[src/hw/rtl/wtc_pkg.sv]
// Shared types, character codes and sizes for the word tokenizer.
`timescale 1ns / 1ps

package wtc_pkg;

    // Counter widths
    localparam int LINE_BITS   = 16;
    localparam int COLUMN_BITS = 16;

    // Result queue sizing
    localparam int QUEUE_DEPTH = 4;
    localparam int PTR_BITS    = $clog2(QUEUE_DEPTH);
    localparam int LEVEL_BITS  = $clog2(QUEUE_DEPTH + 1);

    // Tab stops every TAB_WIDTH columns (power of two)
    localparam int TAB_WIDTH = 8;
    localparam int TAB_SHIFT = $clog2(TAB_WIDTH);

    // Character codes
    localparam logic [7:0] CH_NUL     = 8'h00;
    localparam logic [7:0] CH_TAB     = 8'h09;
    localparam logic [7:0] CH_NL      = 8'h0A;
    localparam logic [7:0] CH_CR      = 8'h0D;
    localparam logic [7:0] CH_SPACE   = 8'h20;
    localparam logic [7:0] CH_QUOTE   = 8'h22;
    localparam logic [7:0] CH_SEMI    = 8'h3B;
    localparam logic [7:0] CH_LOWER_A = 8'h61;
    localparam logic [7:0] CH_LOWER_Z = 8'h7A;
    localparam logic [7:0] CASE_DIFF  = 8'h20;

    // Result kinds
    localparam logic [1:0] KIND_CHAR   = 2'd0;
    localparam logic [1:0] KIND_WEND   = 2'd1;
    localparam logic [1:0] KIND_UNTERM = 2'd2;
    localparam logic [1:0] KIND_IEND   = 2'd3;

    // One result entry
    typedef struct packed {
        logic [1:0]             kind;
        logic [7:0]             word_char;
        logic [LINE_BITS-1:0]   line_number;
        logic [COLUMN_BITS-1:0] column_number;
        logic                   last_of_run;
    } result_t;

    // Results of one request: up to two entries, in order
    typedef struct packed {
        logic [1:0] count;
        result_t    slot0;
        result_t    slot1;
    } step_out_t;

endpackage

[src/hw/rtl/wtc_step.sv]
// Tokenizer state and per-byte result logic.
`timescale 1ns / 1ps

module wtc_step (
    input  logic              clk,
    input  logic              rst_n,
    input  logic              advance,
    input  logic [7:0]        in_byte,
    input  logic              end_of_input,
    output wtc_pkg::step_out_t step_out
);
    import wtc_pkg::*;

    typedef enum logic [1:0] {
        MODE_GAP,
        MODE_PLAIN,
        MODE_QUOTED,
        MODE_CLOSED
    } mode_t;

    mode_t                  mode_reg, mode_next;
    logic                   quote_reg, quote_next;
    logic                   comment_reg, comment_next;
    logic [LINE_BITS-1:0]   line_reg, line_next;
    logic [COLUMN_BITS-1:0] col_reg, col_next;

    function automatic result_t mk_result(
        input logic [1:0]             k,
        input logic [7:0]             ch,
        input logic [LINE_BITS-1:0]   ln,
        input logic [COLUMN_BITS-1:0] cl
    );
        result_t r;
        r.kind          = k;
        r.word_char     = (k == KIND_CHAR) ? ch : 8'h00;
        r.line_number   = ln;
        r.column_number = cl;
        r.last_of_run   = 1'b0;
        return r;
    endfunction

    // Per-byte decode
    always_comb
    begin
        logic                   is_end;
        logic                   drop;
        logic [7:0]             c;
        logic                   is_space;
        logic                   has_a, has_b;
        result_t                res_a, res_b;
        mode_t                  eff;
        logic [COLUMN_BITS-1:0] col_m1;
        logic [COLUMN_BITS:0]   col_ext, col_sum;

        is_end       = end_of_input || (in_byte == CH_NUL);
        mode_next    = mode_reg;
        quote_next   = quote_reg;
        comment_next = comment_reg;
        line_next    = line_reg;
        col_next     = col_reg;
        has_a        = 1'b0;
        has_b        = 1'b0;
        res_a        = '0;
        res_b        = '0;
        eff          = mode_reg;
        drop         = 1'b0;

        // Case folding outside quotes
        c = in_byte;
        if (!quote_reg && in_byte >= CH_LOWER_A && in_byte <= CH_LOWER_Z)
        begin
            c = in_byte - CASE_DIFF;
        end
        is_space = (c == CH_SPACE) || (c == CH_TAB) || (c == CH_NL);

        // Column after this byte
        col_m1  = col_reg - 1'b1;
        col_ext = {1'b0, col_m1};
        if (c == CH_TAB)
        begin
            col_sum = (((col_ext >> TAB_SHIFT) + 1'b1) << TAB_SHIFT) + 1'b1;
        end
        else
        begin
            col_sum = {1'b0, col_reg} + 1'b1;
        end

        if (is_end)
        begin
            // Close any open word, then report end of input; state returns to reset
            has_a = (mode_reg != MODE_GAP);
            res_a = mk_result((mode_reg == MODE_QUOTED) ? KIND_UNTERM : KIND_WEND,
                              8'h00, line_reg, col_reg);
            has_b = 1'b1;
            res_b = mk_result(KIND_IEND, 8'h00, line_reg, col_reg);
            mode_next    = MODE_GAP;
            quote_next   = 1'b0;
            comment_next = 1'b0;
            line_next    = LINE_BITS'(1);
            col_next     = COLUMN_BITS'(1);
        end
        else
        begin
            // Dropped bytes: CR, comment text, comment start
            if (comment_reg)
            begin
                drop = (in_byte != CH_NL);
                if (!drop)
                begin
                    comment_next = 1'b0;
                end
            end
            else if (in_byte == CH_CR)
            begin
                drop = 1'b1;
            end
            else if (in_byte == CH_SEMI && !quote_reg)
            begin
                drop         = 1'b1;
                comment_next = 1'b1;
            end

            if (!drop)
            begin
                if (mode_reg == MODE_CLOSED && c == CH_QUOTE)
                begin
                    // Doubled quote: continue the quoted word, nothing emitted
                    mode_next = MODE_QUOTED;
                end
                else
                begin
                    if (mode_reg == MODE_CLOSED)
                    begin
                        has_a = 1'b1;
                        res_a = mk_result(KIND_WEND, 8'h00, line_reg, col_reg);
                        eff   = MODE_GAP;
                        mode_next = MODE_GAP;
                    end
                    unique case (eff) inside
                        MODE_GAP:
                        begin
                            if (!is_space)
                            begin
                                has_b     = 1'b1;
                                res_b     = mk_result(KIND_CHAR, c, line_reg, col_reg);
                                mode_next = (c == CH_QUOTE) ? MODE_QUOTED : MODE_PLAIN;
                            end
                        end
                        MODE_PLAIN:
                        begin
                            has_b = 1'b1;
                            if (is_space)
                            begin
                                res_b     = mk_result(KIND_WEND, 8'h00, line_reg, col_reg);
                                mode_next = MODE_GAP;
                            end
                            else
                            begin
                                res_b = mk_result(KIND_CHAR, c, line_reg, col_reg);
                            end
                        end
                        MODE_QUOTED, MODE_CLOSED:
                        begin
                            has_b = 1'b1;
                            if (c == CH_NL)
                            begin
                                res_b     = mk_result(KIND_UNTERM, 8'h00, line_reg, col_reg);
                                mode_next = MODE_GAP;
                            end
                            else
                            begin
                                res_b = mk_result(KIND_CHAR, c, line_reg, col_reg);
                                if (c == CH_QUOTE)
                                begin
                                    mode_next = MODE_CLOSED;
                                end
                            end
                        end
                        default:
                        begin
                            has_b = 1'b0;
                        end
                    endcase
                end

                // Quote flag, line and column follow every delivered byte
                if (c == CH_QUOTE)
                begin
                    quote_next = ~quote_reg;
                end
                if (c == CH_NL)
                begin
                    if (line_reg != {LINE_BITS{1'b1}})
                    begin
                        line_next = line_reg + 1'b1;
                    end
                    col_next = COLUMN_BITS'(1);
                end
                else if (col_sum > {1'b0, {COLUMN_BITS{1'b1}}})
                begin
                    col_next = {COLUMN_BITS{1'b1}};
                end
                else
                begin
                    col_next = col_sum[COLUMN_BITS-1:0];
                end
            end
        end

        // Pack results in order, mark the last
        step_out = '0;
        if (has_a)
        begin
            step_out.slot0 = res_a;
            step_out.slot1 = res_b;
            step_out.count = has_b ? 2'd2 : 2'd1;
            if (has_b)
            begin
                step_out.slot1.last_of_run = 1'b1;
            end
            else
            begin
                step_out.slot0.last_of_run = 1'b1;
            end
        end
        else if (has_b)
        begin
            step_out.slot0             = res_b;
            step_out.slot0.last_of_run = 1'b1;
            step_out.count             = 2'd1;
        end
    end

    // State registers
    always_ff @(posedge clk or negedge rst_n)
    begin
        if (!rst_n)
        begin
            mode_reg    <= MODE_GAP;
            quote_reg   <= 1'b0;
            comment_reg <= 1'b0;
            line_reg    <= LINE_BITS'(1);
            col_reg     <= COLUMN_BITS'(1);
        end
        else if (advance)
        begin
            mode_reg    <= mode_next;
            quote_reg   <= quote_next;
            comment_reg <= comment_next;
            line_reg    <= line_next;
            col_reg     <= col_next;
        end
    end

endmodule

[src/hw/rtl/wtc_fifo.sv]
// Result queue: takes up to two results per cycle, hands out one unless rd_stall holds.
`timescale 1ns / 1ps

module wtc_fifo (
    input  logic                            clk,
    input  logic                            rst_n,
    input  logic                            wr_en,
    input  wtc_pkg::step_out_t              wr_data,
    input  logic                            rd_stall,
    output logic                            rd_valid,
    output wtc_pkg::result_t                rd_data,
    output logic [wtc_pkg::LEVEL_BITS-1:0]  level
);
    import wtc_pkg::*;

    result_t               mem [QUEUE_DEPTH];
    logic [PTR_BITS-1:0]   rptr_reg, rptr_next;
    logic [PTR_BITS-1:0]   wptr_reg, wptr_next;
    logic [PTR_BITS-1:0]   wptr_plus1;
    logic [LEVEL_BITS-1:0] level_reg, level_next;
    logic [1:0]            wr_cnt;
    logic                  pop;

    assign wr_cnt     = wr_en ? wr_data.count : 2'd0;
    assign pop        = rd_valid && !rd_stall;
    assign wptr_plus1 = wptr_reg + 1'b1;
    assign rd_valid   = (level_reg != '0);
    assign rd_data    = mem[rptr_reg];
    assign level      = level_reg;

    // Pointer and fill updates
    always_comb
    begin
        wptr_next  = wptr_reg + PTR_BITS'(wr_cnt);
        rptr_next  = pop ? rptr_reg + 1'b1 : rptr_reg;
        level_next = level_reg + LEVEL_BITS'(wr_cnt) - LEVEL_BITS'(pop);
    end

    always_ff @(posedge clk or negedge rst_n)
    begin
        if (!rst_n)
        begin
            rptr_reg  <= '0;
            wptr_reg  <= '0;
            level_reg <= '0;
        end
        else
        begin
            rptr_reg  <= rptr_next;
            wptr_reg  <= wptr_next;
            level_reg <= level_next;
        end
    end

    // Entry storage
    always_ff @(posedge clk)
    begin
        if (wr_cnt != 2'd0)
        begin
            mem[wptr_reg] <= wr_data.slot0;
        end
        if (wr_cnt == 2'd2)
        begin
            mem[wptr_plus1] <= wr_data.slot1;
        end
    end

endmodule

[src/hw/rtl/word_tokenizer_with_comments_core.sv]
// Top level of the word tokenizer: input register, tokenizer step, result queue.
//
// Usage:
//   Source channel (src_valid/src_stall) carries one request per byte:
//   in_byte, or end_of_input. A byte of 0 also ends the input.
//   Result channel (res_valid/res_stall) carries kind, word_char,
//   line_number, column_number and last_of_run; each request yields
//   zero, one or two results, last_of_run marks the final one.
// Path: the first result of a request reaches res_valid through the
//   input register, then the result queue.
// Throughput: one request per cycle while the queue has room; a request
//   that yields two results hands them out one after the other. The four-entry
//   result queue and the one-result output port set the sustained rate.
// Stall: when res_stall holds, the queue fills; once fewer than two
//   entries are free the held request waits and src_stall rises.
// Reset: rst_n clears the queue, the input register and the tokenizer
//   state (between words, quote and comment off, line 1, column 1).
`timescale 1ns / 1ps

module word_tokenizer_with_comments_core (
    input  logic                               clk,
    input  logic                               rst_n,
    input  logic                               src_valid,
    output logic                               src_stall,
    input  logic [7:0]                         in_byte,
    input  logic                               end_of_input,
    output logic                               res_valid,
    input  logic                               res_stall,
    output logic [1:0]                         kind,
    output logic [7:0]                         word_char,
    output logic [wtc_pkg::LINE_BITS-1:0]      line_number,
    output logic [wtc_pkg::COLUMN_BITS-1:0]    column_number,
    output logic                               last_of_run
);
    import wtc_pkg::*;

    logic                  in_valid_reg;
    logic [7:0]            in_byte_reg;
    logic                  eoi_reg;
    logic                  advance;
    logic [LEVEL_BITS-1:0] level;
    step_out_t             step_out;
    result_t               head;

    // Hold the request until the queue has room for its results
    assign advance   = in_valid_reg && (level <= LEVEL_BITS'(QUEUE_DEPTH - 2));
    assign src_stall = in_valid_reg && !advance;

    // Input register
    always_ff @(posedge clk or negedge rst_n)
    begin
        if (!rst_n)
        begin
            in_valid_reg <= 1'b0;
        end
        else if (!src_stall)
        begin
            in_valid_reg <= src_valid;
        end
    end

    always_ff @(posedge clk)
    begin
        if (src_valid && !src_stall)
        begin
            in_byte_reg <= in_byte;
            eoi_reg     <= end_of_input;
        end
    end

    wtc_step u_step (
        .clk          (clk),
        .rst_n        (rst_n),
        .advance      (advance),
        .in_byte      (in_byte_reg),
        .end_of_input (eoi_reg),
        .step_out     (step_out)
    );

    wtc_fifo u_fifo (
        .clk      (clk),
        .rst_n    (rst_n),
        .wr_en    (advance),
        .wr_data  (step_out),
        .rd_stall (res_stall),
        .rd_valid (res_valid),
        .rd_data  (head),
        .level    (level)
    );

    assign kind          = head.kind;
    assign word_char     = head.word_char;
    assign line_number   = head.line_number;
    assign column_number = head.column_number;
    assign last_of_run   = head.last_of_run;

    // Queue never overfills
    a_level_bound: assert property (@(posedge clk) disable iff (!rst_n)
        level <= LEVEL_BITS'(QUEUE_DEPTH))
        else $error("result queue over capacity");

    // An end-of-input request always yields at least the input-end result
    a_end_emits: assert property (@(posedge clk) disable iff (!rst_n)
        (advance && eoi_reg) |-> (step_out.count != 2'd0))
        else $error("end of input produced no result");

    // Results leave only through a completed transfer
    a_valid_drop: assert property (@(posedge clk) disable iff (!rst_n)
        $fell(res_valid) |-> $past(!res_stall))
        else $error("result withdrawn without transfer");

    // Source is only held back while a request waits in the input register
    a_stall_cause: assert property (@(posedge clk) disable iff (!rst_n)
        src_stall |-> (in_valid_reg && level > LEVEL_BITS'(QUEUE_DEPTH - 2)))
        else $error("source stalled without a waiting request");

endmodule
[config.mk]
export PLATFORM = sky130hd
export DESIGN_NAME = word_tokenizer_with_comments_core
export DESIGN_NICKNAME = d
export VERILOG_FILES = /design/src/hw/rtl/wtc_pkg.sv /design/src/hw/rtl/wtc_step.sv /design/src/hw/rtl/wtc_fifo.sv /design/src/hw/rtl/word_tokenizer_with_comments_core.sv
export SDC_FILE = /design/constraint.sdc
export NUM_CORES = 1
export LEC_CHECK = 0
export CAP_MARGIN = 20
export CORE_UTILIZATION = 45
export CTS_BUF_LIST = sky130_fd_sc_hd__clkbuf_16
export CTS_CLUSTER_DIAMETER = 60
export DETAILED_ROUTE_END_ITERATION = 10
export DONT_BUFFER_PORTS = 1
export PLACE_DENSITY = 0.62
export SLEW_MARGIN = 20
export SYNTH_ARGS = -nofsm -noshare
export SYNTH_HDL_FRONTEND = slang
export SYNTH_SLANG_ARGS = --single-unit
[constraint.sdc]
create_clock -name clk -period 9.4 [get_ports clk]
set_clock_uncertainty 0.05 [all_clocks]
set_input_delay 1.41 -clock clk [delete_from_list [all_inputs] [get_ports clk]]
set_output_delay 1.41 -clock clk [all_outputs]
set_load 0.01 [all_outputs]
==> flow_summary_export.csv <==
group,metric,value,unit
placement,gp_congestion,0.882,
worst_setup_path,cp.required,9.75,ns
synth,ys_types,72,
route,ant_nets,0,
cells_and_area,drive_above_1_share,11.8,%
clocking,path_clk_slew,0.06,ns
sta,tns,0,ns
placement,port_buffers,0,
clocking,clockBufferDepth,3,
sta,rsz0062_at_grt,"false",
power_and_ir_drop,clkPwrFrac,26.1,%
sta,hold_violations,0,
worst_setup_path,crit_arrival,5.96,ns
synth,yosysWarnings,0,
route,drc_errors,0,
power_and_ir_drop,sw_frac_of_total,35.7,%
hold_path,hold_start,"u_fifo.level[2]$_DFF_PN0_",
floorplanning,coreArea,25300,µm²
power_and_ir_drop,p_total,3500,µW
power_and_ir_drop,p_leak,0.00463,µW
clocking,clock_latency,0.54,ns
sta,tightest_slew,1.15,ns
sta,final.period_utilization,59.7,%
route,drtIter0Drc,669,
sta,timing.hold.ws,0.444,ns
route,viasPerCell,5.76,
synth,synth-main-ff-cell,"edfxtp_1",
worst_setup_path,cp_max_fo,23,
cells_and_area,finalNetCount,981,
clocking,cts-resized-gates,0,
floorplanning,die_h,163,µm
clocking,cts_setup_buffers,0,
worst_setup_path,reg2reg_from,"in_byte_reg[0]$_DFFE_PP_",
synth,synth_top_cell_by_area,"edfxtp_1",
power_and_ir_drop,internal-power,2250,µW
cells_and_area,mostFrequentLayoutCell,"edfxtp_1",
synth,synth_edf_count,181,
floorplanning,die_width,163,µm
synth,syn_area,11700,µm²
global_route,grt_max_degree,46,
cells_and_area,n_fill_cell,2197,
cells_and_area,final_cell_mix,"edfxtp_1 (181), and2_1 (133), nor2_1 (80), nand2_1 (61), mux4_2 (43)",
cells_and_area,postLayoutCoreUtil,50.3,%
power_and_ir_drop,power.share.sequential,40.3,%
clocking,cts_buffers,25,
hold_path,hold_path_depth,1,
synth,synthCells,977,
global_route,grt_pass1_vias,7481,
hold_path,hold-path-endpoint,"u_fifo.level[2]$_DFF_PN0_",
global_route,track_usage,20.3,%
sta,max_freq,178,MHz
floorplanning,pin_count,58,
worst_setup_path,cp-start-kind,"flip-flop",
worst_setup_path,r2r_end,"u_fifo.mem[2][12]$_DFFE_PP_",
sta,slew_violations,0,
route,wire_per_inst,20.2,µm
clocking,htree_levels,1,
power_and_ir_drop,ir_worst_vdd,144,µV
global_route,antenna_found_initial,0,
cells_and_area,synthToLayoutAreaGrowth,8.84,%
clocking,ctsRootBufferMaster,"clkbuf_16",
route,drt-total-wl,26.2,mm
synth,netlist.area_leader.share,46.4,%
cells_and_area,largest_register_ffs,172,
route,first_pass_iters,5,
worst_setup_path,r2r_cells,14,
hold_path,hp-class,"reg2reg",
cells_and_area,antenna_cells,0,
worst_setup_path,worstSetupEndpointType,"flip-flop",
clocking,tritoncts,"done",
sta,slew_headroom,22.9,%
worst_setup_path,r2r_slack,3.79,ns
power_and_ir_drop,p_sw,1250,µW
synth,avgSynthCellArea,12.0,µm²
clocking,cts.sinks,225,
global_route,overflow,0,
worst_setup_path,crit_start,"in_byte_reg[0]$_DFFE_PP_",
run_status,status,"finished, final reports clean",
floorplanning,start_util,46.2,%
global_route,grt_pass1_wl,42.1,mm
power_and_ir_drop,combPwrFrac,33.6,%
worst_setup_path,critical_path_class,"reg2reg",
synth,ys_async_sr_fraction,19.6,%
floorplanning,rows,58,
run,cap_viol_max_count,0,
route,vias,7483,
synth,ys_ff_latch,225,
synth,ys_seq_area_share,55.8,%
floorplanning,dieArea,26700,µm²
clocking,holdBufCountCts,0,
synth,syn_nets,1007,
sta,fin_crit,5.61,ns
sta,final-setup-viol-count,0,
placement,dp_hpwl,16.5,mm
power_and_ir_drop,p_per_area,275,nW/µm²
synth,synthTopCellsByArea,"edfxtp_1 (46%), dfrtp_1 (9.0%), mux4_2 (8.3%)",
## cell families after synthesis
kind of cell,count (synthesis),share of synthesized area (%)
AND/OR/NAND/NOR,404,18.9
flip-flops,225,55.8
AO/OA/AOI/OAI,148,8.38
buffers and inverters,95,3.18
multiplexers,58,9.62
XOR/XNOR,30,2.24
adder cells (fa/ha/maj),17,1.88
## layer usage
layer	vias up	global-route usage, %	routed length [µm]
met2	211	33.8	12700
met1	3689	28.1	11600
met4	0	5.10	536
met3	42	2.72	1390
li1	3541	-	-
met5	-	0	0
## worst max-delay path, cell delays in order, from the launching register on
cell and delay (ns):
edfxtp_1 0.56, or4_1 0.64, o22ai_2 0.27, o21ai_1 0.18
nor3_1 0.59, a21oi_1 0.22, inv_1 0.08, o21ai_0 0.09
ha_1 0.45, nand2b_1 0.22, or2_1 0.26, nor2_1 0.70
mux2i_2 0.63, buf_4 0.38, and2_1 0.17
## metrics by stage
step,cell area (µm²),worst slack (ns),cells
finish,12700,3.79,1300
global route,12700,3.37,1300
CTS,12700,3.85,1300
detailed placement,12000,3.86,1254
global placement,12000,4.04,1254
floorplan,11700,2.85,977
## layout make-up
class	count	area [µm²]	area share, %
clock inverters	21	140	1.10
well taps	330	413	3.24
multi-input cells	657	4830	37.9
repair buffers	9	67.6	0.530
clock buffers	25	626	4.91
inverters	33	124	0.972
flip-flops and latches	225	6540	51.3
## synthesized netlist by cell type, types with 15 or more instances
master	instances
edfxtp_1	181
and2_1	133
nor2_1	80
nand2_1	61
clkbuf_1	44
mux4_2	43
dfrtp_1	42
a21oi_1	33
inv_1	31
o21ai_0	28
nand3_1	25
o21ai_1	25
xor2_1	20
ha_1	16
and3_1	15
nand2b_1	15
## power by group through the flow
| stage | sequential (µW) | combinational, µW | clock, µW |
|---|---|---|---|
| 2_1_floorplan | 1380 | 929 | 0 |
| 3_3_place_gp | 1420 | 1180 | 0 |
| 3_5_place_dp | 1430 | 1190 | 0 |
| 4_1_cts | 1410 | 1200 | 935 |
| 5_1_grt | 1430 | 1290 | 968 |
| 6_report | 1410 | 1180 | 912 |
## how the worst max path moves through the flow
| stage | to | slack [ns] | depth (start not counted) |
|---|---|---|---|
| final | u_fifo.mem[2][12]$_DFFE_PP_ | 3.79 | 14 |
| after global placement | u_fifo.mem[2][7]$_DFFE_PP_ | 4.04 | 14 |
| after global routing | u_fifo.mem[2][6]$_DFFE_PP_ | 3.37 | 14 |
| after floorplan | u_fifo.mem[1][0]$_DFFE_PP_ | 2.85 | 12 |
| after detailed placement | u_fifo.mem[2][12]$_DFFE_PP_ | 3.86 | 14 |
| after CTS | u_fifo.mem[2][12]$_DFFE_PP_ | 3.85 | 14 |
Note: power is estimated with default switching activity, not from simulation.
